<file path="config.mk">
export PLATFORM = sky130hd
export DESIGN_NAME = dpwp_div
export DESIGN_NICKNAME = d
export VERILOG_FILES = /design/src/rtl/dpwp_div.sv
export SDC_FILE = /design/constraint.sdc
export NUM_CORES = 2
export LEC_CHECK = 0
export BUFFER_PORTS_ARGS = -buffer_cell sky130_fd_sc_hd__buf_2
export CAP_MARGIN = 25
export CELL_PAD_IN_SITES_DETAIL_PLACEMENT = 2
export CELL_PAD_IN_SITES_GLOBAL_PLACEMENT = 2
export CORE_MARGIN = 2
export CORE_UTILIZATION = 43
export DETAILED_ROUTE_END_ITERATION = 7
export PLACE_DENSITY = 0.84
export SYNTH_ARGS = -nofsm -noshare
export SYNTH_HDL_FRONTEND = slang
export SYNTH_SLANG_ARGS = --single-unit
</file>
<file path="constraint.sdc">
create_clock -name clk -period 8.3 [get_ports clk]
set_clock_uncertainty 0.1 [all_clocks]
set_input_delay 0 -clock clk [delete_from_list [all_inputs] [get_ports clk]]
set_output_delay 0 -clock clk [all_outputs]
set_load 0.05 [all_outputs]
</file>
<file path="src/rtl/dpwp_div.sv">
// Pipelined restoring divider with quotient overflow flag and sideband.
module dpwp_div #(
	parameter int NUM_W = 52,
	parameter int DIV_W = 28,
	parameter int QUO_W = 32,
	parameter int STEP_BITS = 2,
	parameter int SIDE_W = 1
) (
	input  logic               clk,
	input  logic               arst_n,
	input  logic               en,
	input  logic [NUM_W-1:0]   num,
	input  logic [DIV_W-1:0]   div,
	input  logic [SIDE_W-1:0]  side_in,
	output logic [QUO_W-1:0]   quo,
	output logic               sat,
	output logic [SIDE_W-1:0]  side_out
);
	localparam int STAGES = QUO_W / STEP_BITS;
	localparam int HI_W = NUM_W - QUO_W;
	localparam int CMP_W = (HI_W > DIV_W) ? HI_W : DIV_W;

	logic [DIV_W-1:0]  rem_q  [STAGES+1];
	logic [QUO_W-1:0]  word_q [STAGES+1];
	logic              sat_q  [STAGES+1];
	logic [SIDE_W-1:0] side_q [STAGES+1];

	logic [HI_W-1:0] hi;
	assign hi = num[NUM_W-1:QUO_W];

	// entry: overflow when the quotient would need more than QUO_W bits
	always_ff @(posedge clk) begin
		if (en) begin
			sat_q[0]  <= CMP_W'(hi) >= CMP_W'(div);
			rem_q[0]  <= DIV_W'(hi);
			word_q[0] <= num[QUO_W-1:0];
		end
	end

	always_ff @(posedge clk or negedge arst_n) begin
		if (!arst_n) begin
			side_q[0] <= '0;
		end else if (en) begin
			side_q[0] <= side_in;
		end
	end

	for (genvar s = 0; s < STAGES; s++) begin : g_stage
		logic [DIV_W-1:0] rem_n;
		logic [QUO_W-1:0] word_n;

		// numerator bits leave at the top of word, quotient bits enter at the bottom
		always_comb begin
			logic [DIV_W:0] t;
			logic ge;
			rem_n  = rem_q[s];
			word_n = word_q[s];
			for (int j = 0; j < STEP_BITS; j++) begin
				t  = {rem_n, word_n[QUO_W-1]};
				ge = t >= {1'b0, div};
				rem_n  = ge ? DIV_W'(t - {1'b0, div}) : DIV_W'(t);
				word_n = {word_n[QUO_W-2:0], ge};
			end
		end

		always_ff @(posedge clk) begin
			if (en) begin
				rem_q[s+1]  <= rem_n;
				word_q[s+1] <= word_n;
				sat_q[s+1]  <= sat_q[s];
			end
		end

		always_ff @(posedge clk or negedge arst_n) begin
			if (!arst_n) begin
				side_q[s+1] <= '0;
			end else if (en) begin
				side_q[s+1] <= side_q[s];
			end
		end
	end

	assign quo      = word_q[STAGES];
	assign sat      = sat_q[STAGES];
	assign side_out = side_q[STAGES];

endmodule

</file>
==> results.txt <==
Post CTS Setup Buffer Count = 0
global-route wire length before repair = 507 mm
grt total ovfl = 0
Post-Place Setup Slack = 0.568 ns
Final Max Tran Viols = 0
syn_nets = 9,226
minimum clock period = 8.08 ns
Critical Path Source = rem_q[0][140]$_DFFE_PP_
setup TNS = 0 ns
cells along the critical path = ha_1 > nor2b_1 > o2111ai_1 > nand3b_1 > a211o_1 > o2111ai_1 > a31oi_1 > a2bb2oi_4 > nor2_1 > a21oi_1 > ha_1 > nor2b_1 > o211ai_1 > nand3_1 > a211o_1 > a211o_1 > a221o_1 > a21oi_1 > o31ai_1 > a221o_1 > buf_4 > mux2_2
Final Cycle Share = 97.3%
CP Capture Type = register
slowest cell on the critical path = a2bb2oi_4
FFs w/ async S/R, synth = 1.67%
dpl cells = 10,800
critical path's largest stage delay = 0.59 ns
r2r worst-path depth = 22
share of cells above drive strength 1 = 13.5%
Critical Path Start Type = register
num ports = 118
total wire length = 337 mm
Die Ht = 443 microns
post-synthesis instance total = 8,202
core occupancy in the finished layout = 48.4%
final hold viol count = 0
Bufs on Longest Clock Path = 3
Netlist cell types = 105
1st-iter DRT viols = 4,800
nets@finish = 9,577
Remaining DRCs = 0
Num CTS Buffers = 132
post-synthesis sequential area ratio = 36.7%
Reg2Reg Setup Slack = 0.22 ns
Antenna Nets Post-Route = 0
die area = 197,000 sq um
Critical Path AT = 8.56 ns
vias per inst = 6.43
CP Class = register to register
area delta synth->final = 12.1%
crit-path most repeated cell = a211o_1
r2r startpoint = rem_q[0][140]$_DFFE_PP_
Worst EP required = 8.78 ns
TritonRoute pass-1 iters = 5
Die X = 443 microns
cell family with most CP delay = compound AO/OA/AOI/OAI gates
CTS resizes = 0
Area contributors post-synth = edfxtp_1 (36%), ha_1 (14%), mux2_2 (7.6%), xnor2_1 (4.9%), a21oi_1 (4.8%)
capturing point of the worst reg2reg path = rem_q[0][175]$_DFFE_PP_
Yosys top cell by area = edfxtp_1
EDFF count, synth = 1,001
final RePlAce weighted congestion = 0.923
setup ws final = 0.225 ns
ys flop type = edfxtp_1
clock latency on the worst-skew pair = 0.85 ns
non-filler cells in the finished layout = 11,200
number of antenna violations at the first check in global routing = 14
post-synth top area share = 36.2%
slew margin rel. = 18.8%
Final setup viols = 0
Via Count = 72,000
CTS Root Cell = clkbuf_16
Synth Cell Area = 83,000 sq um
WL per Instance = 30.1 microns
core area = 192,000 sq um
Starting Density = 43.2%
Slew @ Worst Pin = 1.22 ns
worst path buffer plus inverter count = 1
Ys Warns = 0
RSZ-0062 raised after global routing = false
port bufs = 117
Post-DP HPWL = 239 mm
Max-Cap Viols = 0
syn_area_per_cell = 10.1 sq um
vias in the first global route = 79,700
status = finished clean
largest net degree at the start of global routing = 180
CP endpoint = rem_q[0][175]$_DFFE_PP_
Total GRT Usage = 33.5%
Yosys reg bits = 1,018
htree depth = 4
Peak Freq = 124 MHz
Clock transition at path regs = 0.07 ns
Critical Path Fanout Max = 26
CTS tree = done
CTS sink cnt = 1,018
WHS Path Cells = 4
worst min path class = input port to register
critical path depth = 22
# rows = 161
[synthesized netlist by cell type, types with 44 or more instances]
cell type and count:
o21a_1 131, xnor2_1 462, nand4_1 119, nand3_1 180
o21ai_0 466, edfxtp_1 1001, a31oi_1 81, inv_1 317
and3_1 68, o21bai_1 116, o211ai_1 44, mux2_2 564
a211oi_1 85, clkbuf_1 89, a21oi_1 793, nand2b_1 79
nand2_1 433, ha_1 909, xor2_1 238, o31ai_1 52
or3_1 54, a21o_1 356, nor2b_1 96, buf_2 44
nor2_1 569, nor3_1 139
[worst reg2reg max path, stage by stage, from the launching register on]
cell and delay [ns]:
edfxtp_1 0.57, ha_1 0.40, nor2b_1 0.31, o2111ai_1 0.26, nand3b_1 0.24, a211o_1 0.25, o2111ai_1 0.20, a31oi_1 0.53
a2bb2oi_4 0.59, nor2_1 0.13, a21oi_1 0.55, ha_1 0.42, nor2b_1 0.19, o211ai_1 0.25, nand3_1 0.17, a211o_1 0.34
a211o_1 0.34, a221o_1 0.31, a21oi_1 0.31, o31ai_1 0.18, a221o_1 0.43, buf_4 0.31, mux2_2 0.40
[worst min path at each step]
stage	start	endpoint
after floorplan	arst_n	side_out$_DFFE_PN0P_
after detailed placement	arst_n	side_q[15]$_DFFE_PN0P_
final	div[1]	rem_q[0][365]$_DFFE_PP_
after global placement	arst_n	side_q[16]$_DFFE_PN0P_
after global routing	div[1]	rem_q[0][365]$_DFFE_PP_
after CTS	div[1]	rem_q[0][281]$_DFFE_PP_
[cell families (layout without fill, tap and decap cells)]
group	after synthesis	in the layout	share of synthesized area (%)
AOI/OAI and AO/OA	2514	2514	19.4
and+or+nand+nor	1921	1921	11.2
DFF	1018	1018	36.7
adders and majority gates	940	940	14.4
xor gates and xnor gates	700	700	7.38
muxes	626	626	8.51
buffers and inverters	483	938	2.40
other	0	14	0
[timing repair]
| action | in CTS | in global routing |
|---|---|---|
| hold endpoints to repair | 277 | 0 |
| hold buffers | 117 | 0 |
| endpoints found under the setup margin | 0 | 0 |
[area by class of cell]
| cell class | count | area (sq um) |
|---|---|---|
| clock buffers | 162 | 3460 |
| clock inverters | 76 | 917 |
| inverters | 318 | 1200 |
| repair buffers | 382 | 3160 |
| flip-flops and latches | 1018 | 30500 |
| multi-input cells | 6701 | 50700 |
| fillers | 19900 | 99100 |
| diodes | 14 | 35.0 |
| well taps | 2526 | 3160 |
[placed cells by master, fill, tap and decap left out, types with 24 or more instances in the layout]
cell / n
clkbuf_1: 27
xnor2_1: 462
fa_1: 31
edfxtp_1: 1001
o21bai_1: 116
nand4_1: 119
clkbuf_16: 133
nor3_1: 139
a211o_1: 41
nand3_1: 180
o31ai_1: 51
o21ai_0: 466
o31a_1: 32
and2_1: 37
xor2_1: 238
a31o_2: 25
nand2b_1: 79
nand2_1: 433
nor2b_1: 96
mux2_2: 564
o21a_1: 131
inv_2: 27
dlygate4sd3_1: 117
a21o_1: 356
buf_2: 115
inv_1: 290
a211oi_1: 85
mux2i_1: 38
nor4_1: 33
and3_1: 68
a21boi_0: 27
nor2_1: 568
a31oi_1: 81
o22ai_1: 24
a21oi_1: 792
or2_2: 32
or3_1: 54
ha_1: 909
o211ai_1: 44
buf_4: 127
[metrics by stage]
stage / hold slack, ns / instance area, sq um
2_1_floorplan: -0.396 / 83000
3_3_place_gp: -0.164 / 87500
3_5_place_dp: -0.138 / 87500
4_1_cts: 0.0131 / 93000
5_1_grt: 0.0860 / 93100
6_report: 0.0735 / 93100
[state kept, by name, summed over array words and instances (netlist names)]
name / cells
side_out: 1
sat_q: 17
side_q: 16
word_q: 544
rem_q: 440
[routing by layer]
layer	global-route usage, %	vias up	wire length (microns)
li1	-	32000	-
met1	37.2	36400	128000
met2	58.3	2366	167000
met3	5.68	1220	15500
met4	23.7	6	26500
met5	0	-	36
Power is left out: the tool's default activity adds up to more than one toggle a clock period on the data nets, which glitch-free logic cannot reach.
